==> src/hw/rtl/pgpu_pkg.sv <==
`timescale 1ns / 1ps

package pgpu_pkg;

  // Fixed widths of the stream and of the configuration registers.
  localparam int unsigned BYTE_BITS  = 8;
  localparam int unsigned COUNT_W    = 16;
  localparam int unsigned FIELD_W    = 4;
  localparam int unsigned LEVEL_W    = 8;
  localparam int unsigned PADDR_W    = 4;
  localparam int unsigned PDATA_W    = 32;

  localparam logic [BYTE_BITS-1:0] FULL_SCALE = 8'hFF;

  // Register indexes, taken from paddr[3:2].
  localparam logic [1:0] REG_IMAGE_COLS = 2'd0;
  localparam logic [1:0] REG_IMAGE_ROWS = 2'd1;
  localparam logic [1:0] REG_FIELD_BITS = 2'd2;
  localparam logic [1:0] REG_MAX_LEVEL  = 2'd3;

  // Effective configuration, with the out-of-range codes already folded.
  typedef struct packed {
    logic [COUNT_W-1:0] cols;
    logic [COUNT_W-1:0] rows;
    logic [FIELD_W-1:0] width;
    logic [LEVEL_W-1:0] level;
  } cfg_t;

  // Status of the shared rescale divider.
  typedef struct packed {
    logic busy;
    logic done;
  } div_stat_t;

  typedef enum logic [1:0] {
    ST_IDLE,
    ST_BIT,
    ST_DIV,
    ST_OUT
  } state_t;

endpackage

==> src/hw/rtl/pgpu_cfg_regs.sv <==
`timescale 1ns / 1ps

module pgpu_cfg_regs
  import pgpu_pkg::*;
(
  input  logic               clk,
  input  logic               rst_n,
  input  logic               psel,
  input  logic               penable,
  input  logic               pwrite,
  input  logic [PADDR_W-1:0] paddr,
  input  logic [PDATA_W-1:0] pwdata,
  output logic [PDATA_W-1:0] prdata,
  output logic               pready,
  output cfg_t               cfg
);

  logic [COUNT_W-1:0] cols_r, cols_nxt;
  logic [COUNT_W-1:0] rows_r, rows_nxt;
  logic [FIELD_W-1:0] width_r, width_nxt;
  logic [LEVEL_W-1:0] level_r, level_nxt;
  logic               wr_en;
  logic [1:0]         reg_idx;

  assign pready  = 1'b1;
  assign wr_en   = psel && penable && pwrite;
  assign reg_idx = paddr[3:2];

  always_comb begin
    cols_nxt  = cols_r;
    rows_nxt  = rows_r;
    width_nxt = width_r;
    level_nxt = level_r;
    if (wr_en) begin
      case (reg_idx)
        REG_IMAGE_COLS: cols_nxt  = pwdata[COUNT_W-1:0];
        REG_IMAGE_ROWS: rows_nxt  = pwdata[COUNT_W-1:0];
        REG_FIELD_BITS: width_nxt = pwdata[FIELD_W-1:0];
        REG_MAX_LEVEL:  level_nxt = pwdata[LEVEL_W-1:0];
        default: ;
      endcase
    end
  end

  always_ff @(posedge clk) begin
    if (!rst_n) begin
      cols_r  <= COUNT_W'(1);
      rows_r  <= COUNT_W'(1);
      width_r <= FIELD_W'(8);
      level_r <= LEVEL_W'(255);
    end else begin
      cols_r  <= cols_nxt;
      rows_r  <= rows_nxt;
      width_r <= width_nxt;
      level_r <= level_nxt;
    end
  end

  always_comb begin
    case (reg_idx)
      REG_IMAGE_COLS: prdata = {{(PDATA_W-COUNT_W){1'b0}}, cols_r};
      REG_IMAGE_ROWS: prdata = {{(PDATA_W-COUNT_W){1'b0}}, rows_r};
      REG_FIELD_BITS: prdata = {{(PDATA_W-FIELD_W){1'b0}}, width_r};
      REG_MAX_LEVEL:  prdata = {{(PDATA_W-LEVEL_W){1'b0}}, level_r};
      default:        prdata = '0;
    endcase
  end

  // A zero limit counts as one; a field width outside one to eight is clamped.
  always_comb begin
    cfg.cols  = (cols_r == '0) ? COUNT_W'(1) : cols_r;
    cfg.rows  = (rows_r == '0) ? COUNT_W'(1) : rows_r;
    if (width_r == '0) begin
      cfg.width = FIELD_W'(1);
    end else if (width_r > FIELD_W'(8)) begin
      cfg.width = FIELD_W'(8);
    end else begin
      cfg.width = width_r;
    end
    cfg.level = level_r;
  end

endmodule

==> src/hw/rtl/pgpu_rescale_div.sv <==
`timescale 1ns / 1ps

module pgpu_rescale_div
  import pgpu_pkg::*;
(
  input  logic                 clk,
  input  logic                 rst_n,
  input  logic                 start,
  input  logic [BYTE_BITS-1:0] value,
  input  logic [LEVEL_W-1:0]   level,
  output div_stat_t            stat,
  output logic [BYTE_BITS-1:0] quotient
);

  logic [2*BYTE_BITS-1:0] dividend;
  logic                   sat;
  logic [BYTE_BITS-1:0]   rem_r, rem_nxt;
  logic [BYTE_BITS-1:0]   sh_r, sh_nxt;
  logic [LEVEL_W-1:0]     div_r, div_nxt;
  logic [2:0]             step_r, step_nxt;
  logic                   busy_r, busy_nxt;
  logic                   done_r, done_nxt;
  logic [BYTE_BITS:0]     trial;
  logic                   ge;

  // value*255 as a shift and a subtract; the quotient overflows eight bits
  // exactly when the upper byte of the dividend already reaches the divisor,
  // which also covers a zero level.
  assign dividend = {value, {BYTE_BITS{1'b0}}} - {{BYTE_BITS{1'b0}}, value};
  assign sat      = dividend[2*BYTE_BITS-1:BYTE_BITS] >= level;

  assign trial = {rem_r, sh_r[BYTE_BITS-1]};
  assign ge    = trial >= {1'b0, div_r};

  always_comb begin
    rem_nxt  = rem_r;
    sh_nxt   = sh_r;
    div_nxt  = div_r;
    step_nxt = step_r;
    busy_nxt = busy_r;
    done_nxt = 1'b0;
    if (start) begin
      div_nxt  = level;
      step_nxt = '0;
      if (sat) begin
        sh_nxt   = FULL_SCALE;
        done_nxt = 1'b1;
      end else begin
        rem_nxt  = dividend[2*BYTE_BITS-1:BYTE_BITS];
        sh_nxt   = dividend[BYTE_BITS-1:0];
        busy_nxt = 1'b1;
      end
    end else if (busy_r) begin
      // One restoring step: the remainder stays below the divisor, so the
      // trial value is below twice it and the difference fits a byte.
      rem_nxt  = ge ? BYTE_BITS'(trial - {1'b0, div_r}) : trial[BYTE_BITS-1:0];
      sh_nxt   = {sh_r[BYTE_BITS-2:0], ge};
      step_nxt = step_r + 3'd1;
      if (step_r == 3'd7) begin
        busy_nxt = 1'b0;
        done_nxt = 1'b1;
      end
    end
  end

  always_ff @(posedge clk) begin
    if (!rst_n) begin
      busy_r <= 1'b0;
      done_r <= 1'b0;
      step_r <= '0;
    end else begin
      busy_r <= busy_nxt;
      done_r <= done_nxt;
      step_r <= step_nxt;
    end
    rem_r <= rem_nxt;
    sh_r  <= sh_nxt;
    div_r <= div_nxt;
  end

  assign stat.busy = busy_r;
  assign stat.done = done_r;
  assign quotient  = sh_r;

`ifndef SYNTH
  a_busy_done_excl: assert property (@(posedge clk) disable iff (!rst_n)
    !(busy_r && done_r))
    else $error("divider busy and done together");

  a_no_restart: assert property (@(posedge clk) disable iff (!rst_n)
    start |-> !busy_r)
    else $error("divider started while busy");

  a_done_after_step: assert property (@(posedge clk) disable iff (!rst_n)
    (busy_r && step_r == 3'd7 && !start) |=> (done_r && !busy_r))
    else $error("divider did not finish after its last step");
`endif

endmodule

==> src/hw/rtl/packed_gray_pixel_unpacker.sv <==
`timescale 1ns / 1ps
// A byte is accepted in ST_IDLE and its bits are then taken one per cycle in
// ST_BIT, which pauses while each pixel that it completes waits in ST_DIV for
// the rescale divider (saturated, or divided bit by bit) and then in ST_OUT in
// the output register. A new byte is taken only once the previous one is done.
// Reset (synchronous, rst_n low) restores the register defaults and clears the
// bit collector, the row and column counters and the end-of-image flag.

module packed_gray_pixel_unpacker
  import pgpu_pkg::*;
(
  input  logic                 clk,
  input  logic                 rst_n,
  // Packed byte stream.
  input  logic                 in_valid,
  output logic                 in_ready,
  input  logic [BYTE_BITS-1:0] in_packed_byte,
  // Pixel stream.
  output logic                 out_valid,
  input  logic                 out_ready,
  output logic [BYTE_BITS-1:0] out_gray_pixel,
  output logic                 out_end_of_row,
  output logic                 out_end_of_image,
  output logic                 out_last_of_run,
  // Configuration port.
  input  logic                 psel,
  input  logic                 penable,
  input  logic                 pwrite,
  input  logic [PADDR_W-1:0]   paddr,
  input  logic [PDATA_W-1:0]   pwdata,
  output logic [PDATA_W-1:0]   prdata,
  output logic                 pready
);

  cfg_t      cfg;
  div_stat_t div_stat;

  state_t state_r, state_nxt;

  // Byte being unpacked and the number of its bits not yet consumed.
  logic [BYTE_BITS-1:0] byte_r, byte_nxt;
  logic [FIELD_W-1:0]   left_r, left_nxt;
  // Field collector, which carries bits across byte boundaries.
  logic [BYTE_BITS-1:0] pf_r, pf_nxt;
  logic [FIELD_W-1:0]   cnt_r, cnt_nxt;
  // Position in the image.
  logic [COUNT_W-1:0]   col_r, col_nxt;
  logic [COUNT_W-1:0]   row_r, row_nxt;
  logic                 img_done_r, img_done_nxt;
  // Output register.
  logic [BYTE_BITS-1:0] gray_r, gray_nxt;
  logic                 eor_r, eor_nxt;
  logic                 eoi_r, eoi_nxt;
  logic                 last_r, last_nxt;

  logic                 div_start;
  logic [BYTE_BITS-1:0] div_q;

  logic [BYTE_BITS-1:0] pf_shift;
  logic [FIELD_W-1:0]   cnt_inc;
  logic [FIELD_W-1:0]   left_dec;
  logic                 field_done;
  logic [COUNT_W:0]     col_inc;
  logic [COUNT_W:0]     row_inc;
  logic                 eor;
  logic                 eoi;

  pgpu_cfg_regs u_cfg (
    .clk     (clk),
    .rst_n   (rst_n),
    .psel    (psel),
    .penable (penable),
    .pwrite  (pwrite),
    .paddr   (paddr),
    .pwdata  (pwdata),
    .prdata  (prdata),
    .pready  (pready),
    .cfg     (cfg)
  );

  // The single rescale unit, shared by every pixel of every byte.
  pgpu_rescale_div u_div (
    .clk      (clk),
    .rst_n    (rst_n),
    .start    (div_start),
    .value    (pf_shift),
    .level    (cfg.level),
    .stat     (div_stat),
    .quotient (div_q)
  );

  // The stream is read most significant bit first, one bit per cycle except
  // while a pixel waits for the divider or the output. A field is complete when
  // its bit count reaches the width; the counters then tell whether it closes its row and the image.
  assign pf_shift   = {pf_r[BYTE_BITS-2:0], byte_r[BYTE_BITS-1]};
  assign cnt_inc    = cnt_r + FIELD_W'(1);
  assign left_dec   = left_r - FIELD_W'(1);
  assign field_done = cnt_inc >= cfg.width;
  assign col_inc    = {1'b0, col_r} + (COUNT_W+1)'(1);
  assign row_inc    = {1'b0, row_r} + (COUNT_W+1)'(1);
  assign eor        = col_inc >= {1'b0, cfg.cols};
  assign eoi        = eor && (row_inc >= {1'b0, cfg.rows});

  // Next state.
  always_comb begin
    state_nxt = state_r;
    case (state_r)
      ST_IDLE: begin
        // Bytes after the end of the image are accepted and dropped.
        if (in_valid && !img_done_r) begin
          state_nxt = ST_BIT;
        end
      end
      ST_BIT: begin
        if (field_done) begin
          state_nxt = ST_DIV;
        end else if (left_dec == '0) begin
          state_nxt = ST_IDLE;
        end
      end
      ST_DIV: begin
        if (div_stat.done) begin
          state_nxt = ST_OUT;
        end
      end
      ST_OUT: begin
        // Bits left in the byte after its last pixel still go into the
        // collector, unless the image has just ended.
        if (out_ready) begin
          state_nxt = (left_r == '0 || img_done_r) ? ST_IDLE : ST_BIT;
        end
      end
      default: state_nxt = ST_IDLE;
    endcase
  end

  // Handshake outputs and the divider start.
  always_comb begin
    in_ready  = 1'b0;
    out_valid = 1'b0;
    div_start = 1'b0;
    case (state_r)
      ST_IDLE: in_ready  = 1'b1;
      ST_BIT:  div_start = field_done;
      ST_OUT:  out_valid = 1'b1;
      default: ;
    endcase
  end

  // Datapath.
  always_comb begin
    byte_nxt     = byte_r;
    left_nxt     = left_r;
    pf_nxt       = pf_r;
    cnt_nxt      = cnt_r;
    col_nxt      = col_r;
    row_nxt      = row_r;
    img_done_nxt = img_done_r;
    gray_nxt     = gray_r;
    eor_nxt      = eor_r;
    eoi_nxt      = eoi_r;
    last_nxt     = last_r;
    case (state_r)
      ST_IDLE: begin
        if (in_valid) begin
          byte_nxt = in_packed_byte;
          left_nxt = FIELD_W'(BYTE_BITS);
        end
      end
      ST_BIT: begin
        byte_nxt = {byte_r[BYTE_BITS-2:0], 1'b0};
        left_nxt = left_dec;
        if (field_done) begin
          pf_nxt  = '0;
          cnt_nxt = '0;
          eor_nxt = eor;
          eoi_nxt = eoi;
          // With the collector empty, a further pixel comes from this byte
          // only if its remaining bits cover a whole field.
          last_nxt = eoi || (left_dec < cfg.width);
          if (eor) begin
            col_nxt = '0;
            row_nxt = row_inc[COUNT_W-1:0];
          end else begin
            col_nxt = col_inc[COUNT_W-1:0];
          end
          if (eoi) begin
            // Any partial bits left over are dropped with the image.
            row_nxt      = '0;
            img_done_nxt = 1'b1;
          end
        end else begin
          pf_nxt  = pf_shift;
          cnt_nxt = cnt_inc;
        end
      end
      ST_DIV: begin
        if (div_stat.done) begin
          gray_nxt = div_q;
        end
      end
      default: ;
    endcase
  end

  always_ff @(posedge clk) begin
    if (!rst_n) begin
      state_r    <= ST_IDLE;
      left_r     <= '0;
      pf_r       <= '0;
      cnt_r      <= '0;
      col_r      <= '0;
      row_r      <= '0;
      img_done_r <= 1'b0;
      last_r     <= 1'b0;
    end else begin
      state_r    <= state_nxt;
      left_r     <= left_nxt;
      pf_r       <= pf_nxt;
      cnt_r      <= cnt_nxt;
      col_r      <= col_nxt;
      row_r      <= row_nxt;
      img_done_r <= img_done_nxt;
      last_r     <= last_nxt;
    end
    byte_r <= byte_nxt;
    gray_r <= gray_nxt;
    eor_r  <= eor_nxt;
    eoi_r  <= eoi_nxt;
  end

  assign out_gray_pixel   = gray_r;
  assign out_end_of_row   = eor_r;
  assign out_end_of_image = eoi_r;
  assign out_last_of_run  = last_r;

`ifndef SYNTH
  a_one_item_at_a_time: assert property (@(posedge clk) disable iff (!rst_n)
    in_ready |-> !out_valid)
    else $error("input taken while a pixel item is pending");

  a_eoi_ends_run: assert property (@(posedge clk) disable iff (!rst_n)
    (out_valid && out_end_of_image) |-> out_last_of_run)
    else $error("end of image not marked as last of run");

  a_silent_after_image: assert property (@(posedge clk) disable iff (!rst_n)
    (state_r == ST_IDLE && img_done_r) |=> !out_valid)
    else $error("pixel item produced after the end of the image");

  a_bits_available: assert property (@(posedge clk) disable iff (!rst_n)
    (state_r == ST_BIT) |-> (left_r != '0))
    else $error("bit step with no bits left in the byte");
`endif

endmodule
==> config.mk <==
export PLATFORM = sky130hd
export DESIGN_NAME = packed_gray_pixel_unpacker
export DESIGN_NICKNAME = d
export VERILOG_FILES = /design/src/hw/rtl/pgpu_pkg.sv /design/src/hw/rtl/pgpu_cfg_regs.sv /design/src/hw/rtl/pgpu_rescale_div.sv /design/src/hw/rtl/packed_gray_pixel_unpacker.sv
export SDC_FILE = /design/constraint.sdc
export NUM_CORES = 1
export LEC_CHECK = 0
export ABC_AREA = 1
export BUFFER_PORTS_ARGS = -buffer_cell sky130_fd_sc_hd__buf_2
export CORE_ASPECT_RATIO = 0.8
export CORE_MARGIN = 2
export CORE_UTILIZATION = 45
export DETAILED_ROUTE_END_ITERATION = 16
export PLACE_DENSITY = 0.75
export SKIP_CTS_REPAIR_TIMING = 1
export SYNTH_ARGS = -nofsm -noshare
export SYNTH_HDL_FRONTEND = slang
export SYNTH_HIERARCHICAL = 1
export SYNTH_SLANG_ARGS = --single-unit
==> constraint.sdc <==
create_clock -name clk -period 2.7 [get_ports clk]
set_clock_uncertainty 0.1 [all_clocks]
set_input_delay 0.27 -clock clk [delete_from_list [all_inputs] [get_ports clk]]
set_output_delay 0.27 -clock clk [all_outputs]
set_load 0.1 [all_outputs]
# Yosys cells after proc, flatten, opt, wreduce, memory -nomap -nowiden
# Index checks and enable logic that the tools add are counted.
dict set report word_totals {
  register_bits 142
  in_bits 51
  out_inout_bits 46
  wordCells 118
}
dict set report classes {
  add_sub_neg 7
  magnitude_cmp 7
  n_eq_ne 13
  n_mux 39
  n_bitwise 1
  n_reduce_logical 29
}
# op count
set ops {}
lappend ops {{32-bit one-hot mux with 4 select lines} 1}
lappend ops {{16-bit two-way mux} 5}
lappend ops {{8-bit two-way mux} 8}
lappend ops {{16-bit by 1-bit adder with 17-bit output, second input constant} 2}
lappend ops {{17-bit by 16-bit greater-or-equal comparator with 1-bit output} 2}
lappend ops {{16-bit logical NOT} 2}
lappend ops {{4-bit two-way mux} 4}
lappend ops {{8-bit one-hot mux with 2 select lines} 1}
lappend ops {{2-bit AND reduction} 8}
lappend ops {{16-bit by 8-bit subtractor with 16-bit output} 1}
lappend ops {{4-bit logical NOT} 3}
lappend ops {{1-bit two-way mux} 12}
lappend ops {{2-bit two-way mux} 5}
lappend ops {{9-bit by 8-bit greater-or-equal comparator with 1-bit output} 1}
lappend ops {{2-bit equality test, second input constant} 4}
lappend ops {{8-bit greater-or-equal comparator} 1}
lappend ops {{2-bit != test, second input constant} 4}
lappend ops {{2-bit one-hot mux with 4 select lines} 1}
lappend ops {{4-bit one-hot mux with 2 select lines} 1}
lappend ops {{8-bit subtractor} 1}
lappend ops {{7-bit two-way mux} 1}
lappend ops {{3-bit AND reduction} 2}
lappend ops {{2-bit nonzero test} 3}
lappend ops {{4-bit by 1-bit adder with 4-bit output, second input constant} 1}
lappend ops {{other kinds (16)} 22}

# Depth between registers and ports, before layout
# Gate-level depths: netlist of run 1.
dict set report depth {
  depth_word 7
  mapped_depth 22
  depth_no_buf 20
}

# Modules after synthesis
# The synthesis of run 1 kept the hierarchy.
# module n_inst cells_each area_each_um2 seq_area_each_um2
set modules_own_cells {}
lappend modules_own_cells {packed_gray_pixel_unpacker 1 588 4349.2 1561.5}
lappend modules_own_cells {pgpu_cfg_regs 1 394 2457.4 880.8}
lappend modules_own_cells {pgpu_rescale_div 1 292 2257.2 820.8}

# Worst setup path before layout of run 1
# Ideal clock, no wire load.
dict set report synth_path {
  path_kind {register to register}
  start {register byte_r[7]}
  end {register u_div.rem_r[0] (enable)}
  setup_ns 0.375
  arrival_time_ns 2.419
  required_ns 2.225
  slack_ns -0.195
  stages_incl_launch_ff 17
  path_buffers 0
  period_less_slack_ns 2.895
  cell_sequence {edfxtp_1 > inv_2 > ha_1 > inv_1 > nor2_2 > nand4_2 > nand2_1 > nand2_1 > and2_1 > ha_1 > nand2_1 > inv_1 > nand2_1 > nand2_1 > nand2_1 > nand3_2 > a21oi_1}
}
dict set report synth_between {
  elab_chain_cells 4
}
# item line_no
set synth_lines {}
lappend synth_lines {{start, declared} packed_gray_pixel_unpacker.sv:41} ;# logic [BYTE_BITS-1:0] byte_r, byte_nxt;
lappend synth_lines {{start signal, assigned} packed_gray_pixel_unpacker.sv:226} ;# byte_r <= byte_nxt;
lappend synth_lines {{16-bit by 8-bit subtractor with 16-bit output} pgpu_rescale_div.sv:29} ;# assign dividend = {value, {BYTE_BITS{1'b0}}} - {{BYTE_BITS{1'b0}}, value};
lappend synth_lines {{8-bit greater-or-equal comparator} pgpu_rescale_div.sv:30} ;# assign sat = dividend[2*BYTE_BITS-1:BYTE_BITS] >= level;
lappend synth_lines {{2-bit != test (no line)} --}
lappend synth_lines {{2-bit AND reduction (no line)} --}
lappend synth_lines {{end signal, assigned} pgpu_rescale_div.sv:76} ;# rem_r <= rem_nxt;
lappend synth_lines {{end, declared} pgpu_rescale_div.sv:17} ;# logic [BYTE_BITS-1:0] rem_r, rem_nxt;
# Every way passes these cells.
# A chain may end at the register's enable or synchronous reset.

# Worst setup path in the final report of run 1
dict set report layout_path {
  start {register row_r[1]}
  end {register eoi_r (netlist: out_end_of_image) (data pin)}
}
dict set report layout_between {
  elab_chain_cells 3
}
# item line_no
set layout_lines {}
lappend layout_lines {{start, declared} packed_gray_pixel_unpacker.sv:48} ;# logic [COUNT_W-1:0] row_r, row_nxt;
lappend layout_lines {{start signal, assigned} packed_gray_pixel_unpacker.sv:222} ;# row_r <= row_nxt;
lappend layout_lines {{16-bit by 1-bit adder with 17-bit output} packed_gray_pixel_unpacker.sv:100} ;# assign row_inc = {1'b0, row_r} + (COUNT_W+1)'(1);
lappend layout_lines {{17-bit by 16-bit greater-or-equal comparator with 1-bit output} packed_gray_pixel_unpacker.sv:102} ;# assign eoi = eor && (row_inc >= {1'b0, cfg.rows});
lappend layout_lines {{1-bit logical AND} packed_gray_pixel_unpacker.sv:102}
lappend layout_lines {{named net eoi} packed_gray_pixel_unpacker.sv:66} ;# logic eoi;
lappend layout_lines {{end signal, assigned} packed_gray_pixel_unpacker.sv:229} ;# eoi_r <= eoi_nxt;
lappend layout_lines {{end, declared} packed_gray_pixel_unpacker.sv:53} ;# logic eoi_r, eoi_nxt;
# The timed path passes the listed nets, and every way through them passes these cells.

==> results of run 1 <==
## registers in the layout, summed over array words and instances, names as in the netlist, 7 cells and up, named ones only
name and cells:
u_div/quotient 8, u_cfg/cols_r 16, u_cfg/level_r 8, pf_r 7, out_gray_pixel 8, u_cfg/rows_r 16
u_div/rem_r 8, byte_r 8, row_r 16, u_div/div_r 8, col_r 16
## worst paths after layout
path	from	endpoint	cells after the start
worst max register to register	row_r[1]	out_end_of_image	15
worst max-delay path	row_r[1]	out_end_of_image	15
worst min-delay path	pwdata[5]	u_cfg/level_r[5]	3
worst min register to register	u_div/quotient[5]	out_gray_pixel[5]	0
## metrics by stage
stage | utilization, % | setup WS (ns) | TNS, ns | hold slack [ns] | total power, W
after floorplan | - | 0.00576 | 0 | 0.296 | 0.00412
after global placement | 50.2 | -0.147 | -3.62 | 0.333 | 0.00456
after detailed placement | 50.2 | -0.252 | -7.96 | 0.342 | 0.00463
after CTS | 53.0 | -0.300 | -10.52 | -0.0406 | 0.00687
after global routing | 56.6 | -0.412 | -14.36 | 0.00165 | 0.00757
final | 56.6 | -0.288 | -7.56 | -0.000908 | 0.00719
## worst max-delay path: stages, from the launching register on
cell	delay, ns
sky130_fd_sc_hd__dfxtp_2	0.36
sky130_fd_sc_hd__ha_4	0.16
sky130_fd_sc_hd__nand2_4	0.06
sky130_fd_sc_hd__nor2_4	0.15
sky130_fd_sc_hd__buf_6	0.12
sky130_fd_sc_hd__nand4_1	0.13
sky130_fd_sc_hd__xnor2_2	0.19
sky130_fd_sc_hd__ha_1	0.34
sky130_fd_sc_hd__a21oi_2	0.15
sky130_fd_sc_hd__nor3_1	0.06
sky130_fd_sc_hd__nor3_1	0.22
sky130_fd_sc_hd__nand2_2	0.11
sky130_fd_sc_hd__a21oi_4	0.30
sky130_fd_sc_hd__buf_12	0.16
sky130_fd_sc_hd__nand2b_4	0.11
sky130_fd_sc_hd__inv_2	0.02
## power by group through the flow
stage / sequential (W) / clock [W] / combinational (W)
floorplan: 0.00261 / 0 / 0.00151
global placement: 0.00259 / 0 / 0.00197
detailed placement: 0.00260 / 0 / 0.00203
CTS: 0.00256 / 0.00226 / 0.00205
global route: 0.00258 / 0.00237 / 0.00263
finish: 0.00256 / 0.00223 / 0.00240
## per-layer routing
layer  up-vias  global-route usage (%)
met5         -                       0
met4         0                    6.87
met3        42                    4.61
met2       268                    35.5
met1      3856                    26.9
li1       4216                       -
## cell type report
class,count,area share [%]
clock buffers,17,3.79
repair buffers,158,10.2
inverters,187,6.31
clock inverters,15,1.14
multi-input cells,875,46.4
well taps,264,2.95
flip-flops and latches,142,29.2
==> impl_results.rst, run 1 <==
.. list-table::
   :header-rows: 1

   * - Metric
     - Value
   * - Pins Over Slew Limit
     - 0
   * - Reg2reg setup slack
     - -0.29 ns
   * - Max VDD drop
     - 0.000352 V
   * - Global Route Usage Sum
     - 21.0%
   * - Biggest fanout along the worst timing path
     - 5
   * - Longest Clk Path Bufs
     - 2
   * - Cell Area, Placed
     - 9940 sq um
   * - Initial antenna violation count
     - 0
   * - Routed len/inst
     - 14.0 microns
   * - Starting density of the core
     - 45.7%
   * - M1 wire length
     - 10,300 microns
   * - Largest net degree at the start of global routing
     - 57
   * - Length of the first detailed-routing pass in iterations
     - 6
   * - Wire length of the first global-routing pass
     - 35,900 microns
   * - Data required time at the worst endpoint
     - 2.80 ns
   * - Logic gate share of total power
     - 33.3%
   * - Maximum capacitance violations
     - 0
   * - Sequential share of power
     - 35.6%
   * - Number of DRC violations after detailed routing
     - 0
   * - Commonest non-fill, non-tap cell in the layout
     - sky130_fd_sc_hd__nand2_1
   * - Boundary Pins
     - 97
   * - Result of the run
     - finished with violations
   * - Number of inserted filler cells in the final layout
     - 1,753
   * - Clock Power Share
     - 31.1%
   * - Static leakage
     - 5.35 nW
   * - Total Die Area
     - 21,300 sq um
   * - Clock sink total
     - 142
   * - Cell internal power dissipation
     - 0.00451 W
   * - Area taken by multi-input logic gates
     - 5200 sq um
   * - Uppermost layer routed
     - met4
   * - Met3 wire length
     - 1310 microns
   * - Synthesized area per cell
     - 7.11 sq um
   * - Diodes inserted
     - 0
   * - Vias per inst
     - 5.06
   * - DIE WIDTH
     - 163 microns
   * - Switching power of the nets
     - 0.00268 W
   * - Insertion delay of the later-clocked pin in the worst-skew pair
     - 0.44 ns
   * - Count of input and output buffers
     - 61
   * - Total number of vias
     - 8,382
   * - Cell Pwr Density
     - 641 nW/um^2
   * - Pin slew with the least headroom to its limit
     - 0.695 ns
   * - Slew Limit Headroom
     - 53.5%
   * - CTS Buf Count
     - 17
   * - Number of global-route vias before repair
     - 7,778
   * - Final cell count without fillers
     - 1,658
   * - TritonCTS clock tree
     - built
   * - Core area
     - 19,800 sq um
   * - Cell count after synthesis
     - 1,273
   * - Final HPWL DP
     - 15,800 microns
   * - Wire length after detailed routing
     - 23,200 microns
   * - Iter 0 DRT Violations
     - 609
   * - Count of nets after finishing
     - 1,497
   * - Growth of design area from synthesis to finish
     - 23.8%
   * - Ratio of final minimum period to clock period
     - 111%
   * - Worst setup EP type
     - register
   * - Violations in the final reports
     - negative hold slack, negative setup slack
   * - Summed instance area of the synthesized netlist
     - 9060 sq um
   * - Placement row count
     - 46
   * - Clk root buf
     - sky130_fd_sc_hd__clkbuf_16
   * - Share of post-route cells with drive strength above 1
     - 23.3%
   * - FF+latch area
     - 3280 sq um
   * - Remaining global-route overflow
     - 0
   * - Crit path DAT
     - 3.09 ns
   * - DIE HEIGHT
     - 131 microns
   * - Clock period minus final worst setup slack
     - 2.99 ns
   * - Met2 routed WL
     - 11,100 microns
   * - Number of cells in the design after placement
     - 1,608
   * - RePlAce Congestion
     - 0.897
   * - Hold slack final
     - -0.000908 ns
   * - Setup crit start kind
     - register
   * - Maximum frequency from static timing analysis
     - 0.335 GHz
   * - Path type of the worst min-delay path
     - input port to register
   * - Fin area
     - 11,200 sq um
   * - Switching share of power
     - 37.3%
   * - Top library cells by usage in the layout, fill and taps aside
     - 281 x sky130_fd_sc_hd__nand2_1, 170 x sky130_fd_sc_hd__inv_1, 146 x sky130_fd_sc_hd__nor2_1, 93 x sky130_fd_sc_hd__nand3_1, 91 x sky130_fd_sc_hd__dfxtp_1
   * - Clock Pin Slew Worst Setup and Hold Paths
     - 0.06 ns
   * - Count of final setup violators
     - 45
   * - Kind of critical path
     - register to register
   * - RSZ-0062 raised after global routing
     - yes
   * - Number of nets still failing antenna checks after routing
     - 0
   * - Number of H-tree levels
     - 4
   * - Count of yosys warnings during synthesis
     - 6
   * - Fin. Hold Viols
     - 1
   * - Final Worst Setup Slack
     - -0.288 ns
Note: power is estimated with default switching activity, not from simulation.
==> run 2, diff against run 1 <==
- CAP_MARGIN: not set -> 10
- CORE_ASPECT_RATIO: 0.8 -> not set
==> run 2 against run 1 <==
  * The flow still finishes with violations (negative hold slack, negative setup slack)
  * Clock power grew 5%
  * Sequential power is essentially flat
  * Global-route usage shrank 0.81 points
  * Critical endpoint is now out_last_of_run
  * Highest routed layer unchanged
==> impl_results.rst, run 2 (synthesis gave the netlist of run 1 again) <==
.. list-table::
   :header-rows: 1

   * - Metric
     - Value
   * - Cell Pwr Density
     - 631 nW/um^2 (-1.6%)
   * - Longest Clk Path Bufs
     - 2 (unchanged)
   * - Number of global-route vias before repair
     - 7,678 (-1.3%)
   * - Maximum capacitance violations
     - 0 (unchanged)
   * - Clock sink total
     - 142 (unchanged)
   * - Clock Pin Slew Worst Setup and Hold Paths
     - 0.07 ns (about the same)
   * - Total number of vias
     - 8,474 (+1.1%)
   * - Data required time at the worst endpoint
     - 2.97 ns (+0.17 ns)
   * - Routed len/inst
     - 14.4 microns (+3.1%)
   * - Boundary Pins
     - 97 (unchanged)
   * - Wire length of the first global-routing pass
     - 35,600 microns (-0.67%)
   * - Pin slew with the least headroom to its limit
     - 0.695 ns (+0.000952 ns)
   * - Insertion delay of the later-clocked pin in the worst-skew pair
     - 0.44 ns (about the same)
   * - Placement row count
     - 51 (+11%)
   * - Commonest non-fill, non-tap cell in the layout
     - sky130_fd_sc_hd__nand2_1
   * - Remaining global-route overflow
     - 0 (unchanged)
   * - DIE WIDTH
     - 146 microns (-10%)
   * - Final cell count without fillers
     - 1,666 (+0.48%)
   * - Number of nets still failing antenna checks after routing
     - 0 (unchanged)
   * - Switching share of power
     - 37.4% (+0.067 points)
   * - Clock period minus final worst setup slack
     - 2.95 ns (-0.0400 ns)
   * - Diodes inserted
     - 0 (unchanged)
   * - Kind of critical path
     - register to register
   * - RePlAce Congestion
     - 0.886 (-1.3%)
   * - Count of final setup violators
     - 36 (-20%)
   * - Total Die Area
     - 21,300 sq um (about the same)
   * - Static leakage
     - 5.48 nW (+2.4%)
   * - Crit path DAT
     - 3.22 ns (+0.13 ns)
   * - Ratio of final minimum period to clock period
     - 109% (-1.5 points)
   * - Fin. Hold Viols
     - 2 (+1)
   * - Number of DRC violations after detailed routing
     - 0 (unchanged)
   * - Clk root buf
     - sky130_fd_sc_hd__clkbuf_16
   * - Largest net degree at the start of global routing
     - 53 (-7.0%)
   * - Path type of the worst min-delay path
     - input port to register
   * - Sequential share of power
     - 34.9% (-0.7 points)
   * - Violations in the final reports
     - negative hold slack, negative setup slack
   * - RSZ-0062 raised after global routing
     - yes
   * - Starting density of the core
     - 46.2% (+0.49 points)
   * - Pins Over Slew Limit
     - 0 (unchanged)
   * - TritonCTS clock tree
     - built
   * - Max VDD drop
     - 0.000494 V (+40%)
   * - Switching power of the nets
     - 0.00273 W (+2.0%)
   * - Iter 0 DRT Violations
     - 472 (-22%)
   * - Share of post-route cells with drive strength above 1
     - 26.4% (+3.1 points)
   * - Count of input and output buffers
     - 61 (unchanged)
   * - Growth of design area from synthesis to finish
     - 28.1%
   * - Worst slack after detailed placement
     - -0.199 ns (+0.0530 ns)
   * - Count of nets after finishing
     - 1,504 (+0.47%)
   * - Core area
     - 19,600 sq um (-1.1%)
   * - Final total negative setup slack
     - -6.90 ns (+0.661 ns)
   * - Clock Power Share
     - 32.0% (+0.9 points)
   * - Global Route Usage Sum
     - 20.2% (-0.81 points)
   * - Final Worst Setup Slack
     - -0.248 ns (+0.0400 ns)
   * - CTS Buf Count
     - 17 (unchanged)
   * - Maximum frequency from static timing analysis
     - 0.339 GHz (+1.4%)
   * - Vias per inst
     - 5.09 (+0.61%)
   * - Length of the first detailed-routing pass in iterations
     - 7 (+1)
   * - DIE HEIGHT
     - 146 microns (+11%)
   * - Initial antenna violation count
     - 0 (unchanged)
   * - Worst setup EP type
     - register
   * - Number of H-tree levels
     - 4 (unchanged)
   * - Hold slack final
     - -0.0139 ns (-0.0130 ns)
   * - Wire length after detailed routing
     - 24,000 microns (+3.6%)
   * - Final HPWL DP
     - 15,800 microns (-0.53%)
   * - Top library cells by usage in the layout, fill and taps aside
     - 266 x sky130_fd_sc_hd__nand2_1, 164 x sky130_fd_sc_hd__inv_1, 147 x sky130_fd_sc_hd__nor2_1, 92 x sky130_fd_sc_hd__nand3_1, 90 x sky130_fd_sc_hd__dfxtp_1
   * - Slew Limit Headroom
     - 53.5% (-0.064 points)
   * - Logic gate share of total power
     - 33.1% (-0.2 points)
   * - Cell internal power dissipation
     - 0.00459 W (+1.7%)
   * - Setup crit start kind
     - register
   * - Result of the run
     - finished with violations
   * - Number of cells in the design after placement
     - 1,602 (-0.37%)
   * - Biggest fanout along the worst timing path
     - 9 (+4)
==> run 2: cell types whose count changed in the layout (fill, tap and decap cells not counted), sizes merged <==
| cell | previous run | this run |
|---|---|---|
| buf | 151 | 155 |
| dlygate4sd3 | 5 | 7 |
| clkbuf | 19 | 20 |
| clkinv | 8 | 7 |
| nand2 | 306 | 307 |
==> run 2: critical path: stages, from the launching register on <==
cell and delay, ns:
sky130_fd_sc_hd__dfxtp_2 0.34, sky130_fd_sc_hd__inv_2 0.05, sky130_fd_sc_hd__nor3_4 0.29, sky130_fd_sc_hd__buf_6 0.16, sky130_fd_sc_hd__nand3_4 0.12, sky130_fd_sc_hd__nor2_4 0.15, sky130_fd_sc_hd__xor2_2 0.09, sky130_fd_sc_hd__ha_1 0.33
sky130_fd_sc_hd__nand2_2 0.08, sky130_fd_sc_hd__nor2_2 0.12, sky130_fd_sc_hd__nand2_2 0.07, sky130_fd_sc_hd__buf_6 0.12, sky130_fd_sc_hd__nor2_4 0.08, sky130_fd_sc_hd__nand2_2 0.07, sky130_fd_sc_hd__nand3_4 0.13, sky130_fd_sc_hd__buf_6 0.14
sky130_fd_sc_hd__nand2_8 0.08, sky130_fd_sc_hd__or2_4 0.25, sky130_fd_sc_hd__a21oi_2 0.11
==> run 2: worst paths after layout <==
kind                startpoint           endpoint  slack [ns]  cells after the start
max reg2reg           col_r[5]    out_last_of_run       -0.25                     18
min                  pwdata[7]   u_cfg/level_r[7]       -0.01                      3
max                   col_r[5]    out_last_of_run       -0.25                     18
min reg2reg  u_div/quotient[3]  out_gray_pixel[3]        0.36                      0
==> run 2: layer usage <==
layer  vias to the layer above  wire length [microns]  track usage, %
li1                       4217                      -               -
met1                      3961                   9770            23.9
met2                       246                  12600            35.9
met3                        50                   1030            3.92
met4                         0                    650            7.84
met5                         -                      0               0
==> run 2: area by class of cell <==
class | instances | area, sq um
fillers | 1695 | 7990
multi-input cells | 876 | 5450
flip-flops and latches | 142 | 3280
repair buffers | 164 | 1240
inverters | 187 | 709
clock buffers | 18 | 450
well taps | 265 | 332
clock inverters | 14 | 139
==> run 2: power groups by stage <==
stage | sequential (W) | clock (W) | combinational [W]
after floorplan | 0.00261 | 0 | 0.00151
after global placement | 0.00259 | 0 | 0.00191
after detailed placement | 0.00260 | 0 | 0.00197
after CTS | 0.00255 | 0.00236 | 0.00200
after global routing | 0.00258 | 0.00247 | 0.00266
final | 0.00256 | 0.00234 | 0.00242
==> run 2: stage by stage <==
| step | power [W] | util, % | area (sq um) | hold slack, ns |
|---|---|---|---|---|
| after floorplan | 0.00412 | - | 9130 | 0.296 |
| after global placement | 0.00451 | 50.5 | 9900 | 0.335 |
| after detailed placement | 0.00457 | 50.5 | 9900 | 0.337 |
| after CTS | 0.00692 | 53.5 | 10500 | -0.0392 |
| after global routing | 0.00771 | 59.2 | 11600 | 0.000741 |
| final | 0.00732 | 59.2 | 11600 | -0.0139 |
